--- src/sv/mpct_pkg.sv ---
// ----------------------------------------------------------------------------
// mpct_pkg
// Shared types, constants and arithmetic helpers for the mouse packet
// cursor tracker.
// ----------------------------------------------------------------------------
package mpct_pkg;

   // Cursor register width
   localparam int POS_WIDTH = 8;
   localparam logic [POS_WIDTH-1:0] POS_MAX = '1;

   // Working width of the cursor sum: room for 8-bit limits, sign and carry
   localparam int SUM_W = ((POS_WIDTH > 8) ? POS_WIDTH : 8) + 2;

   // Scaled step: at most 42 cells either way
   localparam int STEP_W = 7;

   // Reset values
   localparam int COL_RESET    = 40;
   localparam int ROW_RESET    = 12;
   localparam int MAXCOL_RESET = 79;
   localparam int MAXROW_RESET = 24;

   // X is divided by 4 (shift); Y by 3 through a reciprocal multiply,
   // exact for magnitudes up to 255
   localparam int X_SHIFT = 2;
   localparam int Y_RECIP = 171;
   localparam int Y_SHIFT = 9;

   // Command codes
   localparam logic CMD_MOUSE_BYTE = 1'b0;
   localparam logic CMD_SET_POS    = 1'b1;

   // Configuration register indexes
   localparam int CSR_IDX_W = 2;
   localparam logic [CSR_IDX_W-1:0] CSR_ENABLE  = 2'd0;
   localparam logic [CSR_IDX_W-1:0] CSR_MAX_COL = 2'd1;
   localparam logic [CSR_IDX_W-1:0] CSR_MAX_ROW = 2'd2;

   // Byte position within a packet
   localparam logic [1:0] BYTE_FIRST  = 2'd0;
   localparam logic [1:0] BYTE_SECOND = 2'd1;
   localparam logic [1:0] BYTE_THIRD  = 2'd2;

   // Stream widths
   localparam int REQ_W = 24;
   localparam int RSP_W = 40;

   typedef struct packed {
      logic       command;
      logic [7:0] new_row;
      logic [7:0] new_col;
      logic [7:0] data_byte;
   } item_type;

   typedef struct packed {
      logic       enable;
      logic [7:0] max_col;
      logic [7:0] max_row;
   } csr_type;

   // Scale a signed delta toward zero; a nonzero delta moves at least one cell
   function automatic logic signed [STEP_W-1:0] scale_step(
      input logic signed [8:0] d,
      input logic              by_three
   );
      logic [7:0]  mag;
      logic [16:0] prod;
      logic [7:0]  q;
      logic signed [STEP_W-1:0] s;
      mag  = d[8] ? 8'(-d) : d[7:0];
      prod = 17'(mag) * 17'(Y_RECIP);
      if (by_three) begin
         q = 8'(prod >> Y_SHIFT);
      end else begin
         q = 8'(mag >> X_SHIFT);
      end
      if (q == 8'd0 && mag != 8'd0) begin
         q = 8'd1;
      end
      s = $signed(STEP_W'(q));
      if (d[8]) begin
         s = -s;
      end
      return s;
   endfunction

   // Add a step to a cursor coordinate and clamp to 0..limit
   function automatic logic [POS_WIDTH-1:0] move_clamped(
      input logic [POS_WIDTH-1:0]     pos,
      input logic signed [STEP_W-1:0] step,
      input logic [7:0]               limit
   );
      logic signed [SUM_W-1:0] v;
      logic signed [SUM_W-1:0] lim;
      logic signed [SUM_W-1:0] lim_top;
      v       = $signed(SUM_W'(pos)) + SUM_W'(step);
      lim     = $signed(SUM_W'(limit));
      lim_top = $signed(SUM_W'(POS_MAX));
      if (lim > lim_top) begin
         lim = lim_top;
      end
      if (v < 0) begin
         v = '0;
      end
      if (v > lim) begin
         v = lim;
      end
      return POS_WIDTH'(v);
   endfunction

   // Low byte of a cursor coordinate
   function automatic logic [7:0] pos_byte(input logic [POS_WIDTH-1:0] p);
      return 8'(SUM_W'(p));
   endfunction

endpackage

--- src/sv/mpct_csr.sv ---
// ----------------------------------------------------------------------------
// mpct_csr
// Configuration registers: enable and cursor limits, written by index.
// ----------------------------------------------------------------------------
module mpct_csr (
   input  logic                             clock,
   input  logic                             reset,
   input  logic                             csr_we,
   input  logic [mpct_pkg::CSR_IDX_W-1:0]   csr_index,
   input  logic [7:0]                       csr_wdata,
   output mpct_pkg::csr_type                cfg
);

   logic       enable_ff,  enable_in;
   logic [7:0] max_col_ff, max_col_in;
   logic [7:0] max_row_ff, max_row_in;

   // Decode the write
   always_comb begin
      enable_in  = enable_ff;
      max_col_in = max_col_ff;
      max_row_in = max_row_ff;
      if (csr_we) begin
         unique case (csr_index)
            mpct_pkg::CSR_ENABLE:  enable_in  = csr_wdata[0];
            mpct_pkg::CSR_MAX_COL: max_col_in = csr_wdata;
            mpct_pkg::CSR_MAX_ROW: max_row_in = csr_wdata;
            default: ;
         endcase
      end
   end

   always_ff @(posedge clock) begin
      if (reset) begin
         enable_ff  <= 1'b0;
         max_col_ff <= 8'(mpct_pkg::MAXCOL_RESET);
         max_row_ff <= 8'(mpct_pkg::MAXROW_RESET);
      end else begin
         enable_ff  <= enable_in;
         max_col_ff <= max_col_in;
         max_row_ff <= max_row_in;
      end
   end

   assign cfg.enable  = enable_ff;
   assign cfg.max_col = max_col_ff;
   assign cfg.max_row = max_row_ff;

endmodule

--- src/sv/mpct_in_stage.sv ---
// ----------------------------------------------------------------------------
// mpct_in_stage
// Input register: captures one transaction and holds it until the core
// takes it.
// ----------------------------------------------------------------------------
module mpct_in_stage (
   input  logic                         clock,
   input  logic                         reset,
   input  logic                         req_tvalid,
   output logic                         req_tready,
   input  logic [mpct_pkg::REQ_W-1:0]   req_tdata,
   input  logic                         req_tuser,
   output logic                         item_valid,
   output mpct_pkg::item_type           item,
   input  logic                         item_take
);

   logic               valid_ff, valid_in;
   mpct_pkg::item_type item_ff,  item_in;
   logic               accept;

   // Free when empty or when the held item leaves this cycle
   assign req_tready = !valid_ff || item_take;
   assign accept     = req_tvalid && req_tready;

   // Unpack and hold
   always_comb begin
      valid_in = valid_ff;
      item_in  = item_ff;
      if (accept) begin
         valid_in          = 1'b1;
         item_in.command   = req_tuser;
         item_in.data_byte = req_tdata[7:0];
         item_in.new_col   = req_tdata[15:8];
         item_in.new_row   = req_tdata[23:16];
      end else if (item_take) begin
         valid_in = 1'b0;
      end
   end

   always_ff @(posedge clock) begin
      if (reset) begin
         valid_ff <= 1'b0;
      end else begin
         valid_ff <= valid_in;
      end
   end

   always_ff @(posedge clock) begin
      item_ff <= item_in;
   end

   assign item_valid = valid_ff;
   assign item       = item_ff;

endmodule

--- src/sv/mpct_core.sv ---
// ----------------------------------------------------------------------------
// mpct_core
// Packet gathering, button and delta decode, cursor update, and the
// result register.
// ----------------------------------------------------------------------------
module mpct_core (
   input  logic                         clock,
   input  logic                         reset,
   input  mpct_pkg::csr_type            cfg,
   input  logic                         item_valid,
   input  mpct_pkg::item_type           item,
   output logic                         item_take,
   output logic                         rsp_tvalid,
   input  logic                         rsp_tready,
   output logic [mpct_pkg::RSP_W-1:0]   rsp_tdata,
   output logic                         rsp_tlast
);

   localparam int PW = mpct_pkg::POS_WIDTH;

   // Packet state
   logic [1:0]        byte_index_ff,  byte_index_in;
   logic [7:0]        first_byte_ff,  first_byte_in;
   logic [7:0]        second_byte_ff, second_byte_in;
   logic [PW-1:0]     col_ff,         col_in;
   logic [PW-1:0]     row_ff,         row_in;
   logic [2:0]        btn_now_ff,     btn_now_in;
   logic [2:0]        btn_prev_ff,    btn_prev_in;
   logic signed [7:0] last_dx_ff,     last_dx_in;
   logic signed [8:0] last_dy_ff,     last_dy_in;

   // Result register
   logic                       rsp_tvalid_ff, rsp_tvalid_in;
   logic                       rsp_tlast_ff,  rsp_tlast_in;
   logic [mpct_pkg::RSP_W-1:0] rsp_tdata_ff,  rsp_tdata_in;

   logic                                load;
   logic                                done;
   logic signed [7:0]                   dx_new;
   logic signed [8:0]                   dy_new;
   logic signed [mpct_pkg::STEP_W-1:0]  step_x;
   logic signed [mpct_pkg::STEP_W-1:0]  step_y;

   // Take an item when the result register is free or draining
   assign item_take = !rsp_tvalid_ff || rsp_tready;
   assign load      = item_valid && item_take;

   // Decode the closing byte of a packet
   assign dx_new = $signed(second_byte_ff);
   assign dy_new = -$signed({item.data_byte[7], item.data_byte});
   assign step_x = mpct_pkg::scale_step(9'(dx_new), 1'b0);
   assign step_y = mpct_pkg::scale_step(dy_new, 1'b1);

   // Advance packet state
   always_comb begin
      byte_index_in  = byte_index_ff;
      first_byte_in  = first_byte_ff;
      second_byte_in = second_byte_ff;
      col_in         = col_ff;
      row_in         = row_ff;
      btn_now_in     = btn_now_ff;
      btn_prev_in    = btn_prev_ff;
      last_dx_in     = last_dx_ff;
      last_dy_in     = last_dy_ff;
      done           = 1'b0;
      if (load) begin
         priority if (item.command == mpct_pkg::CMD_SET_POS) begin
            col_in = PW'(item.new_col);
            row_in = PW'(item.new_row);
         end else if (cfg.enable) begin
            priority if (byte_index_ff == mpct_pkg::BYTE_FIRST) begin
               first_byte_in = item.data_byte;
               byte_index_in = mpct_pkg::BYTE_SECOND;
            end else if (byte_index_ff == mpct_pkg::BYTE_SECOND) begin
               second_byte_in = item.data_byte;
               byte_index_in  = mpct_pkg::BYTE_THIRD;
            end else begin
               byte_index_in = mpct_pkg::BYTE_FIRST;
               btn_prev_in   = btn_now_ff;
               btn_now_in    = first_byte_ff[2:0];
               last_dx_in    = dx_new;
               last_dy_in    = dy_new;
               col_in        = mpct_pkg::move_clamped(col_ff, step_x, cfg.max_col);
               row_in        = mpct_pkg::move_clamped(row_ff, step_y, cfg.max_row);
               done          = 1'b1;
            end
         end else begin
            // drop the byte while disabled
         end
      end
   end

   // Build the result
   always_comb begin
      rsp_tvalid_in = rsp_tvalid_ff;
      rsp_tlast_in  = rsp_tlast_ff;
      rsp_tdata_in  = rsp_tdata_ff;
      if (load) begin
         rsp_tvalid_in = 1'b1;
         rsp_tlast_in  = done;
         rsp_tdata_in  = {
            ~btn_now_in[1] &  btn_prev_in[1],
            ~btn_now_in[0] &  btn_prev_in[0],
             btn_now_in[1] & ~btn_prev_in[1],
             btn_now_in[0] & ~btn_prev_in[0],
            last_dy_in,
            last_dx_in,
            btn_now_in,
            mpct_pkg::pos_byte(row_in),
            mpct_pkg::pos_byte(col_in)
         };
      end else if (rsp_tready) begin
         rsp_tvalid_in = 1'b0;
      end
   end

   always_ff @(posedge clock) begin
      if (reset) begin
         byte_index_ff  <= mpct_pkg::BYTE_FIRST;
         first_byte_ff  <= 8'd0;
         second_byte_ff <= 8'd0;
         col_ff         <= PW'(mpct_pkg::COL_RESET);
         row_ff         <= PW'(mpct_pkg::ROW_RESET);
         btn_now_ff     <= 3'd0;
         btn_prev_ff    <= 3'd0;
         last_dx_ff     <= 8'sd0;
         last_dy_ff     <= 9'sd0;
         rsp_tvalid_ff  <= 1'b0;
      end else begin
         byte_index_ff  <= byte_index_in;
         first_byte_ff  <= first_byte_in;
         second_byte_ff <= second_byte_in;
         col_ff         <= col_in;
         row_ff         <= row_in;
         btn_now_ff     <= btn_now_in;
         btn_prev_ff    <= btn_prev_in;
         last_dx_ff     <= last_dx_in;
         last_dy_ff     <= last_dy_in;
         rsp_tvalid_ff  <= rsp_tvalid_in;
      end
   end

   always_ff @(posedge clock) begin
      rsp_tlast_ff <= rsp_tlast_in;
      rsp_tdata_ff <= rsp_tdata_in;
   end

   assign rsp_tvalid = rsp_tvalid_ff;
   assign rsp_tlast  = rsp_tlast_ff;
   assign rsp_tdata  = rsp_tdata_ff;

`ifndef SYNTHESIS
   // Byte counter never reaches the unused code
   a_index_range: assert property (@(posedge clock) disable iff (reset)
      byte_index_ff != 2'd3)
      else $error("byte index out of range");

   // A completed packet restarts gathering
   a_done_restart: assert property (@(posedge clock) disable iff (reset)
      (load && done) |=> (byte_index_ff == mpct_pkg::BYTE_FIRST && rsp_tlast_ff))
      else $error("packet completion did not restart byte gathering");

   // Cursor after a packet stays inside the limits in force
   a_clamp: assert property (@(posedge clock) disable iff (reset)
      (load && done) |=> ({8'd0, col_ff} <= {8'd0, $past(cfg.max_col)} || col_ff == '1)
                      && ({8'd0, row_ff} <= {8'd0, $past(cfg.max_row)} || row_ff == '1))
      else $error("cursor outside clamp limits");

   // Nothing changes while the result is stalled
   a_stall_hold: assert property (@(posedge clock) disable iff (reset)
      (rsp_tvalid_ff && !rsp_tready) |=> ($stable(col_ff) && $stable(row_ff)
                                          && $stable(byte_index_ff)))
      else $error("state moved while result stalled");
`endif

endmodule

--- src/sv/mouse_packet_cursor_tracker.sv ---
// ----------------------------------------------------------------------------
// mouse_packet_cursor_tracker
// Gathers mouse bytes into three-byte packets and tracks a clamped cursor.
// ----------------------------------------------------------------------------
// Usage:
//   req_* carries one transaction per item: req_tuser is the command (mouse
//   byte or set-position), req_tdata holds the byte and the position to load.
//   rsp_* returns exactly one transaction per accepted item: cursor, buttons,
//   last deltas and button edges in rsp_tdata, and rsp_tlast set when the
//   item completed a packet.
//   csr_we/csr_index/csr_wdata write enable, max_col and max_row; write them
//   only while no item is in flight.
// Timing:
//   An accepted item is captured in the input register, then updates the
//   packet state and result register, and leaves from the result register
//   when rsp_tready is high. One item is taken every cycle while rsp_tready
//   is high; the input register and result register keep both sides
//   moving.
// Reset:
//   Disabled, limits 79 and 24, cursor at column 40, row 12, no buttons,
//   zero deltas, no packet in progress.
// Stall:
//   When rsp_tready is low the result holds, the input register fills, and
//   req_tready then drops until the result is taken.
// ----------------------------------------------------------------------------
module mouse_packet_cursor_tracker (
   input  logic                         clock,
   input  logic                         reset,
   input  logic                         csr_we,
   input  logic [mpct_pkg::CSR_IDX_W-1:0] csr_index,
   input  logic [7:0]                   csr_wdata,
   input  logic                         req_tvalid,
   output logic                         req_tready,
   // data_byte[7:0], new_col[15:8], new_row[23:16]
   input  logic [mpct_pkg::REQ_W-1:0]   req_tdata,
   // command
   input  logic                         req_tuser,
   output logic                         rsp_tvalid,
   input  logic                         rsp_tready,
   // cursor_col[7:0], cursor_row[15:8], button_bits[18:16], delta_x[26:19],
   // delta_y[35:27], left_press[36], right_press[37], left_release[38],
   // right_release[39]
   output logic [mpct_pkg::RSP_W-1:0]   rsp_tdata,
   // packet_done
   output logic                         rsp_tlast
);

   mpct_pkg::csr_type  cfg;
   mpct_pkg::item_type item;
   logic               item_valid;
   logic               item_take;

   mpct_csr u_csr (
      .clock     (clock),
      .reset     (reset),
      .csr_we    (csr_we),
      .csr_index (csr_index),
      .csr_wdata (csr_wdata),
      .cfg       (cfg)
   );

   mpct_in_stage u_in (
      .clock      (clock),
      .reset      (reset),
      .req_tvalid (req_tvalid),
      .req_tready (req_tready),
      .req_tdata  (req_tdata),
      .req_tuser  (req_tuser),
      .item_valid (item_valid),
      .item       (item),
      .item_take  (item_take)
   );

   mpct_core u_core (
      .clock      (clock),
      .reset      (reset),
      .cfg        (cfg),
      .item_valid (item_valid),
      .item       (item),
      .item_take  (item_take),
      .rsp_tvalid (rsp_tvalid),
      .rsp_tready (rsp_tready),
      .rsp_tdata  (rsp_tdata),
      .rsp_tlast  (rsp_tlast)
   );

endmodule
--- config.mk ---
export PLATFORM = sky130hd
export DESIGN_NAME = mouse_packet_cursor_tracker
export DESIGN_NICKNAME = d
export VERILOG_FILES = /design/src/sv/mpct_pkg.sv /design/src/sv/mpct_csr.sv /design/src/sv/mpct_in_stage.sv /design/src/sv/mpct_core.sv /design/src/sv/mouse_packet_cursor_tracker.sv
export SDC_FILE = /design/constraint.sdc
export NUM_CORES = 1
export LEC_CHECK = 0
export ABC_AREA = 1
export BUFFER_PORTS_ARGS = -buffer_cell sky130_fd_sc_hd__buf_2
export CAP_MARGIN = 20
export CELL_PAD_IN_SITES_DETAIL_PLACEMENT = 0
export CELL_PAD_IN_SITES_GLOBAL_PLACEMENT = 1
export CORE_ASPECT_RATIO = 1.2
export CORE_UTILIZATION = 46
export DETAILED_ROUTE_END_ITERATION = 6
export PLACE_DENSITY = 0.89
export SETUP_SLACK_MARGIN = 0.5
export SYNTH_ARGS = -nofsm -noshare
export SYNTH_HDL_FRONTEND = slang
export SYNTH_HIERARCHICAL = 1
export SYNTH_SLANG_ARGS = --single-unit
--- constraint.sdc ---
create_clock -name clock -period 10.2 [get_ports clock]
set_input_delay 1.02 -clock clock [delete_from_list [all_inputs] [get_ports clock]]
set_output_delay 1.02 -clock clock [all_outputs]
set_load 0.02 [all_outputs]
==> impl_metrics.csv, run 1 <==
group,metric,value,unit
status,status,"completed",
placed_design,pre_cts_slack,143,ps
sta,maxSlewHeadroom,30.1,%
sta,skew,7.98,ps
global_route,grt_pass1_vias,6602,
power_and_ir_drop,irDropWorstVdd,190,uV
cells_and_area,fin_area,10300,um2
setup_path,crit_family,"adder cells",
synthesis,synth_edf_count,66,
global_route,grt.overflow.total,0,
setup_path,worstReg2RegEnd,"u_core/rsp_tdata[15]",
synthesis,synth.top_cells.by_count,"nand2_1, inv_1, nor2_1, ha_1, dfxtp_1",
sta,hold_ws,455,ps
setup_path,worstSetupPathType,"reg -> reg",
sta,max_freq,0.109,GHz
die,initial_core_util,47.5,%
detailed_routing,drt_iter0_markers,364,
detailed_routing,first_pass_iters,5,
cells_and_area,final_layout_size_suffix_gt1_share,24.9,%
cells_and_area,multi_input_area,4670,um2
setup_path,critical_path_buf_inv_count,12,
synthesis,synth_area,8720,um2
clocking,htree_levels,4,
setup_path,crit_path_top_delay_cell,"fa_1",
global_route,grt_pass1_wl,32100,um
cells_and_area,antennaDiodeCount,0,
die,die-area,19500,um2
sta,finalHoldViolations,0,
worst_hold_path,holdPathEnd,"u_csr/max_col_ff[1]",
synthesis,ys.warnings.count,6,
placed_design,place_hpwl,14300,um
clocking,cts_tree,"yes",
global_route,track_usage,21.1,%
power_and_ir_drop,powerDensity,272,nW/um2
clocking,clockBufferDepth,2,
sta,min_period,9150,ps
synthesis,synth.most_common_cell,"nand2_1",
synthesis,postSynthCellCount,1041,
sta,tightestPinTransition,1050,ps
die,die_h,153,um
cells_and_area,seqCellArea,3380,um2
worst_hold_path,hold-path-cell-count,2,
global_route,grt_max_degree,48,
sta,rsz0062_at_grt,"no",
detailed_routing,drc,0,
synthesis,yosys.area.top_type_share,22.7,%
setup_path,crit_required,10380,ps
setup_path,worstSetupStartpointType,"register",
clocking,cts.sinks,136,
sta,drv_slew,0,
setup_path,path_common_cell,"nand2_1",
detailed_routing,ant_nets,0,
sta,finalCritPeriodShare,89.7,%
setup_path,regToRegSetupSlack,1050,ps
cells_and_area,num-fill-cells,1710,
sta,setup_tns,0,ps
die,die_x,128,um
synthesis,synth_cell_types,49,
die,ioPinCount,83,
synthesis,syn_area_per_cell,8.38,um2
die,rows,54,
detailed_routing,vias,6909,
synthesis,ys_ff_latch,136,
job,max_cap_viol_count,0,
sta,setup_viol,0,
setup_path,cp_max_fo,8,
worst_hold_path,hold_start,"u_csr/max_col_ff[1]",
detailed_routing,vias_per_cell,4.92,
placed_design,numPortBuffers,82,
cells_and_area,area_delta_synth_final,17.9,%
clocking,cts_buffers,17,
die,core,18400,um2
clocking,clk_latency,420,ps
synthesis,synth_area_leaders,"edfxtp_1, dfxtp_1, ha_1",
detailed_routing,wl,19800,um
setup_path,crit_arrival,9330,ps
sta,fin_ws,1050,ps
clocking,path_clk_slew,60,ps
synthesis,synth.yosys.seq_area_share,38.8,%
synthesis,synth_top_area_cell,"edfxtp_1",
synthesis,ys_async_sr_fraction,0,%
power_and_ir_drop,p_leak,5.20,nW
worst_hold_path,min_path_type,"reg -> reg",
placed_design,place.gp.congestion,0.861,
synthesis,yosys_most_used_dff,"dfxtp_1",
setup_path,slowest_delay,500,ps
cells_and_area,nets,1274,
setup_path,worstReg2RegStart,"u_in/item[1]",
synthesis,syn-num-nets,1175,
global_route,antenna_found_initial,0,
placed_design,postPlaceCellArea,9350,um2
setup_path,worst_r2r_path_depth,64,
clocking,root_buffer,"clkbuf_16",
detailed_routing,post_drt_wl_per_cell,14.1,um
setup_path,cp-end-kind,"register",
[flip-flops by register name, summed over array words and instances, names as in the netlist, 2 cells and up]
name and cells:
u_core/rsp_tdata 40, u_in/item 25, u_core/last_dy_ff 9, u_core/col_ff 8, u_core/dx_new 8, u_core/last_dx_ff 8
u_core/row_ff 8, u_csr/max_col_ff 8, u_csr/max_row_ff 8, u_core/btn_now_ff 3, u_core/first_byte_ff 3, u_core/btn_prev_ff 2
u_core/byte_index_ff 2
[power breakdown]
| group | switching, W | internal, W |
|---|---|---|
| Clock | 0.000241 | 0.000411 |
| Combinational | 0.000938 | 0.000603 |
| Sequential | 0.0000141 | 0.000595 |
| Total | 0.00119 | 0.00161 |
[worst reg2reg max path: cells and delay by family (launching register included)]
kind                       cells  cell delay (ps)
adders and majority gates      9             3060
and+or+nand+nor               29             2540
AOI/OAI and AO/OA             13             1920
buffers and inverters         12              890
DFF                            1              380
xor gates and xnor gates       1              170
[final cells by class]
type,instances,share of cell area [%]
clock buffers,18,4.17
clock inverters,14,1.91
inverters,177,6.56
multi-input cells,701,45.5
flip-flops and latches,136,32.9
well taps,252,3.07
repair buffers,107,5.94
[logic make-up (layout without fill, tap and decap cells)]
group           after synthesis  count (layout)  share of synthesized area (%)
simple gates                418             418                           23.2
buf+inv                     204             316                           9.39
compound gates              158             158                           10.6
flops                       136             136                           38.8
fa+ha+maj                    94              94                           14.7
xor+xnor                     31              31                           3.41
[worst max path at each step]
stage                  from              endpoint  depth (start not counted)
2_1_floorplan  u_in/item[0]   u_core/rsp_tdata[8]                         64
3_3_place_gp   u_in/item[0]  u_core/rsp_tdata[10]                         63
3_5_place_dp   u_in/item[0]   u_core/rsp_tdata[9]                         62
4_1_cts        u_in/item[1]  u_core/rsp_tdata[15]                         64
5_1_grt        u_in/item[1]  u_core/rsp_tdata[10]                         64
6_report       u_in/item[1]  u_core/rsp_tdata[15]                         64
[stage by stage]
step | total power (W) | cells | utilization, %
after floorplan | 0.00174 | 1041 | -
after global placement | 0.00200 | 1353 | 50.9
after detailed placement | 0.00202 | 1353 | 50.9
after CTS | 0.00271 | 1387 | 54.5
after global routing | 0.00306 | 1405 | 56.0
final | 0.00280 | 1405 | 56.0
[cell usage in the layout (no fill, tap or decap), drive strengths merged]
cell type  count
nand2        206
inv          179
nor2         125
buf          107
ha            80
a21oi         73
dfxtp         70
edfxtp        66
o21ai         66
nand3         45
xor2          23
or2           20
clkbuf        18
fa            14
nand4         14
xnor2          8
o21bai         6
nor3           6
o211ai         6
clkinv         6
bufinv         4
o31ai          3
clkinvlp       2
a31oi          1
o211a          1
o21a           1
and3           1
nand3b         1
a211o          1
[metal layers]
metal / share of wire, % / vias to the layer above / GRT usage (%)
li1: - / 3556 / -
met1: 44 / 3192 / 26.4
met2: 50 / 133 / 36.8
met3: 3.2 / 28 / 3.36
met4: 2.0 / 0 / 7.17
met5: 0 / - / 0
[repair_timing]
item / in CTS / in global routing
resized for setup: 7 / 31
setup endpoints to repair: 16 / 16
hold buffers: 0 / 0
pin swaps: 2 / 18
buffers inserted: 2 / 17
Power figures use the tool's default switching activity.
==> inputs of run 2 (changes only) <==
--- a/config.mk
+++ b/config.mk
@@ -14,6 +14,7 @@
 export CORE_UTILIZATION = 46
 export DETAILED_ROUTE_END_ITERATION = 6
 export PLACE_DENSITY = 0.89
+export REMOVE_ABC_BUFFERS = 1
 export SETUP_SLACK_MARGIN = 0.5
 export SYNTH_ARGS = -nofsm -noshare
 export SYNTH_HDL_FRONTEND = slang
==> run 2 against run 1 <==
Hold slack gained 9.1 ps. Cell count shrank 0.14%. Global-route usage shrank 0.36 points. Setup slack lost 91 ps.
==> impl_metrics.csv, run 2 (synthesis gave the netlist of run 1 again) <==
group,metric,value,unit
status,status,"completed",
detailed_routing,first_pass_iters,5,
detailed_routing,drc,0,
job,max_cap_viol_count,0,
worst_hold_path,hold_start,"u_csr/max_row_ff[3]",
cells_and_area,nets,1272,
die,die_h,153,um
sta,setup_tns,0,ps
placed_design,postPlaceCellArea,9370,um2
sta,max_freq,0.108,GHz
cells_and_area,area_delta_synth_final,17.1,%
setup_path,worstReg2RegStart,"u_in/item[0]",
power_and_ir_drop,p_leak,5.16,nW
worst_hold_path,holdPathEnd,"u_csr/max_row_ff[3]",
cells_and_area,final_layout_size_suffix_gt1_share,25.2,%
cells_and_area,num-fill-cells,1731,
setup_path,critical_path_buf_inv_count,12,
cells_and_area,fin_area,10200,um2
power_and_ir_drop,p_switching,0.00121,W
setup_path,crit_family,"adder cells",
power_and_ir_drop,switching_share,43.5,%
setup_path,cp-end-kind,"register",
cells_and_area,largest_reg_flops,40,
detailed_routing,ant_nets,0,
cells_and_area,multi_input_area,4700,um2
power_and_ir_drop,seq_power_share,21.9,%
sta,drv_slew,0,
sta,min_period,9250,ps
detailed_routing,wl,20000,um
cells_and_area,final_cell_mix,"nand2_1, inv_1, nor2_1",
cells_and_area,antennaDiodeCount,0,
setup_path,worst_r2r_path_depth,62,
setup_path,worstSetupStartpointType,"register",
sta,setup_viol,0,
cells_and_area,seqCellArea,3380,um2
setup_path,cp.depth,62,
worst_hold_path,hold-path-cell-count,2,
power_and_ir_drop,p_clk_share,21.1,%
die,die_x,128,um
cells_and_area,layout_commonest_cell,"nand2_1",
setup_path,crit_path_top_delay_cell,"fa_1",
die,core,18400,um2
clocking,ctsHoldBuffers,0,
clocking,root_buffer,"clkbuf_16",
setup_path,crit_arrival,9420,ps
global_route,grt_max_degree,47,
global_route,antenna_found_initial,0,
sta,tightestPinTransition,1090,ps
clocking,cts.sinks,136,
sta,finalCritPeriodShare,90.6,%
power_and_ir_drop,powerDensity,272,nW/um2
global_route,grt_pass1_wl,31800,um
clocking,path_clk_slew,60,ps
die,die-area,19500,um2
global_route,grt.overflow.total,0,
clocking,clk_latency,420,ps
detailed_routing,post_drt_wl_per_cell,14.3,um
clocking,cts_buffers,17,
global_route,track_usage,20.8,%
detailed_routing,drt_iter0_markers,315,
clocking,clockBufferDepth,2,
setup_path,regToRegSetupSlack,950,ps
clocking,htree_levels,4,
sta,maxSlewHeadroom,27.2,%
sta,rsz0062_at_grt,"no",
die,ioPinCount,83,
power_and_ir_drop,p_total,0.00278,W
global_route,grt_pass1_vias,6611,
worst_hold_path,min_path_type,"reg -> reg",
setup_path,cp_max_fo,8,
clocking,cts_tree,"yes",
setup_path,worstReg2RegEnd,"u_core/rsp_tdata[9]",
power_and_ir_drop,irDropWorstVdd,188,uV
placed_design,place_hpwl,14500,um
die,initial_core_util,47.5,%
sta,finalHoldViolations,0,
detailed_routing,vias,6979,
setup_path,crit_required,10370,ps
placed_design,place.gp.congestion,0.896,
setup_path,slowest_delay,510,ps
sta,skew,12.0,ps
placed_design,numPortBuffers,82,
die,rows,54,
power_and_ir_drop,p_int,0.00157,W
detailed_routing,vias_per_cell,4.97,
setup_path,worstSetupPathType,"reg -> reg",
power_and_ir_drop,p_comb_share,57.1,%
-- run 2: cell types whose count changed in the layout (fill, tap and decap cells not counted), sizes merged --
cell,before,now
clkbuf,18,20
clkinv,6,11
buf,107,105
bufinv,4,2
inv,179,175
clkinvlp,2,1
-- run 2: layout make-up --
class	instances	area share (%)
clock buffers	20	4.27
clock inverters	12	1.26
inverters	177	6.57
multi-input cells	701	46.0
flip-flops and latches	136	33.1
well taps	252	3.09
repair buffers	105	5.71
-- run 2: through the flow --
step / std cells / utilization (%) / setup WS [ps] / hold WS [ps]
detailed placement: 1355 / 51.0 / 93.3 / 450
finish: 1403 / 55.6 / 955 / 464
global route: 1403 / 55.6 / 356 / 499
floorplan: 1014 / - / 940 / 429
CTS: 1388 / 54.2 / 517 / 464
global placement: 1355 / 51.0 / 409 / 441
-- run 2: power groups by stage --
stage	Combinational [W]	Clock, W	Sequential [W]
floorplan	0.00111	0	0.000625
global placement	0.00138	0	0.000619
detailed placement	0.00139	0	0.000620
CTS	0.00143	0.000596	0.000608
global route	0.00178	0.000620	0.000610
finish	0.00159	0.000586	0.000608
-- run 2: worst max path at each step --
stage | startpoint | to | slack [ps]
2_1_floorplan | u_in/item[0] | u_core/rsp_tdata[8] | 940
3_3_place_gp | u_in/item[0] | u_core/rsp_tdata[12] | 410
3_5_place_dp | u_in/item[0] | u_core/rsp_tdata[12] | 90
4_1_cts | u_in/item[1] | u_core/rsp_tdata[12] | 520
5_1_grt | u_in/item[0] | u_core/rsp_tdata[9] | 360
6_report | u_in/item[0] | u_core/rsp_tdata[9] | 950
-- run 2: metal layers --
layer  global-route usage [%]  vias to the layer above  wire (um)
met1                     25.4                     3266       8740
met4                     8.40                        0        476
met2                     36.5                      131      10200
met5                        0                        -          0
met3                     2.87                       34        572
li1                         -                     3548          -
-- run 2: worst reg2reg max path: cells and delay by family, from the launching register on --
family | cells | cell delay (ps)
adders and majority gates | 9 | 3050
and+or+nand+nor | 25 | 2380
AOI/OAI and AO/OA | 14 | 1920
buffers and inverters | 12 | 860
DFF | 1 | 410
xor gates and xnor gates | 2 | 370
-- run 2: what timing repair did --
item | 4_1_cts | 5_1_grt
setup buffers | 1 | 15
gates cloned | 0 | 0
resized for setup | 7 | 40
setup endpoints to repair | 16 | 16
pin swaps | 2 | 22
==> inputs of run 3 (changes only) <==
--- a/config.mk
+++ b/config.mk
@@ -5,15 +5,16 @@
 export SDC_FILE = /design/constraint.sdc
 export NUM_CORES = 1
 export LEC_CHECK = 0
-export ABC_AREA = 1
+export ABC_AREA = 0
 export BUFFER_PORTS_ARGS = -buffer_cell sky130_fd_sc_hd__buf_2
 export CAP_MARGIN = 20
 export CELL_PAD_IN_SITES_DETAIL_PLACEMENT = 0
 export CELL_PAD_IN_SITES_GLOBAL_PLACEMENT = 1
 export CORE_ASPECT_RATIO = 1.2
-export CORE_UTILIZATION = 46
+export CORE_UTILIZATION = 47
+export CTS_CLUSTER_DIAMETER = 30
 export DETAILED_ROUTE_END_ITERATION = 6
-export PLACE_DENSITY = 0.89
+export PLACE_DENSITY = 0.88
 export REMOVE_ABC_BUFFERS = 1
 export SETUP_SLACK_MARGIN = 0.5
 export SYNTH_ARGS = -nofsm -noshare
==> run 3 against run 2 <==
The run now ends with design-rule violations left. Area after synthesis is 4.0% lower. First-iteration DRC count is 38% higher. Combinational power is 54% higher. Routed wire length rose by 3.1%. Cell count is 12% lower. Register-to-register slack worse by 670 ps. Critical path type unchanged.
==> impl_metrics.csv, run 3 <==
group,metric,value,unit
sta,setup_viol,0,
setup_path,crit_required,10360,ps
placed_design,place_hpwl,14300,um
synthesis,ys.warnings.count,6,
sta,drv_slew,0,
setup_path,critical_path_buf_inv_count,6,
sta,skew,8.92,ps
global_route,grt_max_degree,74,
setup_path,worstSetupPathType,"reg -> reg",
sta,max_freq,0.101,GHz
sta,finalCritPeriodShare,97.2,%
status,violations,"design-rule violations",
setup_path,regToRegSetupSlack,290,ps
synthesis,syn_area_per_cell,9.78,um2
die,core,17500,um2
synthesis,synth_area_leaders,"edfxtp_1, dfxtp_1, ha_1",
power_and_ir_drop,p_total,0.00371,W
cells_and_area,postLayoutCoreUtil,60.8,%
placed_design,place.gp.congestion,0.895,
cells_and_area,final_layout_size_suffix_gt1_share,27.3,%
synthesis,synth.top_cells.by_count,"nand2_1, ha_1, inv_1, dfxtp_1, edfxtp_1",
detailed_routing,vias,6762,
setup_path,worstReg2RegStart,"u_in/item[2]",
detailed_routing,vias_per_cell,5.48,
sta,rsz0062_at_grt,"yes",
sta,finalHoldViolations,0,
setup_path,cp-end-kind,"register",
sta,fin_ws,287,ps
synthesis,ys_ff_latch,136,
die,ioPinCount,83,
clocking,root_buffer,"clkbuf_16",
placed_design,numPortBuffers,82,
worst_hold_path,min_path_type,"reg -> reg",
detailed_routing,ant_nets,0,
global_route,grt_pass1_vias,6387,
sta,hold_ws,460,ps
synthesis,synth_edf_count,66,
clocking,cts_tree,"yes",
power_and_ir_drop,powerDensity,348,nW/um2
synthesis,synth_top_area_cell,"edfxtp_1",
clocking,path_clk_slew,60,ps
detailed_routing,wl,20600,um
worst_hold_path,hold_start,"u_core/last_dx_ff[1]",
setup_path,cp-startpoint,"u_in/item[2]",
synthesis,synth_area,8380,um2
setup_path,crit_path_top_delay_cell,"fa_1",
placed_design,pre_cts_slack,-288,ps
setup_path,cp_max_fo,7,
power_and_ir_drop,irDropWorstVdd,232,uV
clocking,htree_levels,4,
synthesis,synth_cell_types,75,
setup_path,path_common_cell,"o21a_1",
die,rows,53,
global_route,grt_pass1_wl,31000,um
die,die_x,124,um
setup_path,worstSetupStartpointType,"register",
synthesis,postSynthCellCount,857,
job,max_cap_viol_count,0,
power_and_ir_drop,p_leak,4.68,nW
status,status,"finished with violations",
clocking,cts.sinks,136,
detailed_routing,post_drt_wl_per_cell,16.7,um
synthesis,ys_async_sr_fraction,0,%
detailed_routing,drt_iter0_markers,436,
global_route,grt.overflow.total,0,
die,die_h,148,um
detailed_routing,first_pass_iters,7,
die,die-area,18400,um2
global_route,antenna_found_initial,0,
synthesis,synth.most_common_cell,"nand2_1",
clocking,ctsHoldBuffers,0,
synthesis,synth.yosys.seq_area_share,40.4,%
sta,tightestPinTransition,1080,ps
setup_path,crit_arrival,10080,ps
clocking,cts_buffers,17,
cells_and_area,final_cell_mix,"buf_2, nand2_1, buf_4, dfxtp_1, ha_1",
global_route,track_usage,22.1,%
setup_path,slowest_delay,550,ps
synthesis,yosys_most_used_dff,"dfxtp_1",
cells_and_area,nets,1135,
cells_and_area,layout.cells.non_filler,1234,
detailed_routing,drc,2,
sta,min_period,9910,ps
sta,maxSlewHeadroom,28.0,%
clocking,clockBufferDepth,2,
placed_design,place_inst,1166,
setup_path,crit_family,"compound AO/OA/AOI/OAI gates",
cells_and_area,area_delta_synth_final,27.0,%
synthesis,yosys.area.top_type_share,23.7,%
cells_and_area,largest_reg_flops,40,
die,initial_core_util,47.9,%
clocking,clk_latency,420,ps
cells_and_area,antennaDiodeCount,0,
run 3: cell count changes in the layout (fill, tap and decap cells not counted), moves of 14 or more:
cell | previous run | this run
buf_4 | 23 | 70
inv_1 | 151 | 66
inv_2 | 22 | 8
mux2i_1 | 0 | 30
nand2_1 | 164 | 82
nand2_2 | 30 | 3
nand2b_1 | 0 | 24
nand3_1 | 30 | 7
nor2_1 | 109 | 59
o21ai_0 | 45 | 25
or2_2 | 20 | 2
xnor2_1 | 8 | 23
run 3: report_power, final:
| group | switching (W) | total (W) | internal, W |
|---|---|---|---|
| clock network | 0.000237 | 0.000649 | 0.000413 |
| logic | 0.00128 | 0.00245 | 0.00117 |
| registers | 0.0000122 | 0.000605 | 0.000593 |
run 3: final timing paths:
kind                                        endpoint  cells after the start
worst min-delay path            u_core/last_dx_ff[1]                      2
worst max-delay path             u_core/rsp_tdata[9]                     45
worst max register to register   u_core/rsp_tdata[9]                     45
worst min register to register  u_core/last_dx_ff[1]                      2
run 3: kinds of logic after synthesis:
logic type / after synthesis / share of synthesized area (%)
AND/OR/NAND/NOR: 268 / 16.2
AO/OA/AOI/OAI: 179 / 14.4
flip-flops: 136 / 40.4
buffers and inverters: 105 / 5.24
adder cells (fa/ha/maj): 94 / 15.3
XOR/XNOR: 43 / 4.72
multiplexers: 32 / 3.84
run 3: repair_timing:
item,in CTS,in global routing
resized for setup,36,63
setup endpoints to repair,16,16
cloned,0,0
setup buffers,14,22
pin swaps,14,49
run 3: worst reg2reg max path: cells and delay by family (launching register included):
kind | cells | cell delay (ps)
buffers and inverters | 6 | 730
and+or+nand+nor | 11 | 2080
AOI/OAI and AO/OA | 17 | 3090
xor gates and xnor gates | 4 | 660
DFF | 1 | 470
adders and majority gates | 7 | 2630
run 3: final cells by class:
type | count | area (um2)
clock buffers | 23 | 488
multi-input cells | 616 | 5100
clock inverters | 9 | 138
repair buffers | 156 | 981
well taps | 220 | 275
fillers | 1459 | 6870
inverters | 74 | 278
flip-flops and latches | 136 | 3380
run 3: metrics by stage:
step           setup TNS [ps]  area (um2)
2_1_floorplan           -1340        8220
3_3_place_gp                0        9190
3_5_place_dp            -1770        9190
4_1_cts                     0       10100
5_1_grt                 -65.4       10600
6_report                    0       10600
run 3: metal layers:
layer	wire [um]	GRT usage, %
met4	493	7.14
met5	0	0
met2	10800	38.8
met3	766	4.33
met1	8600	26.7
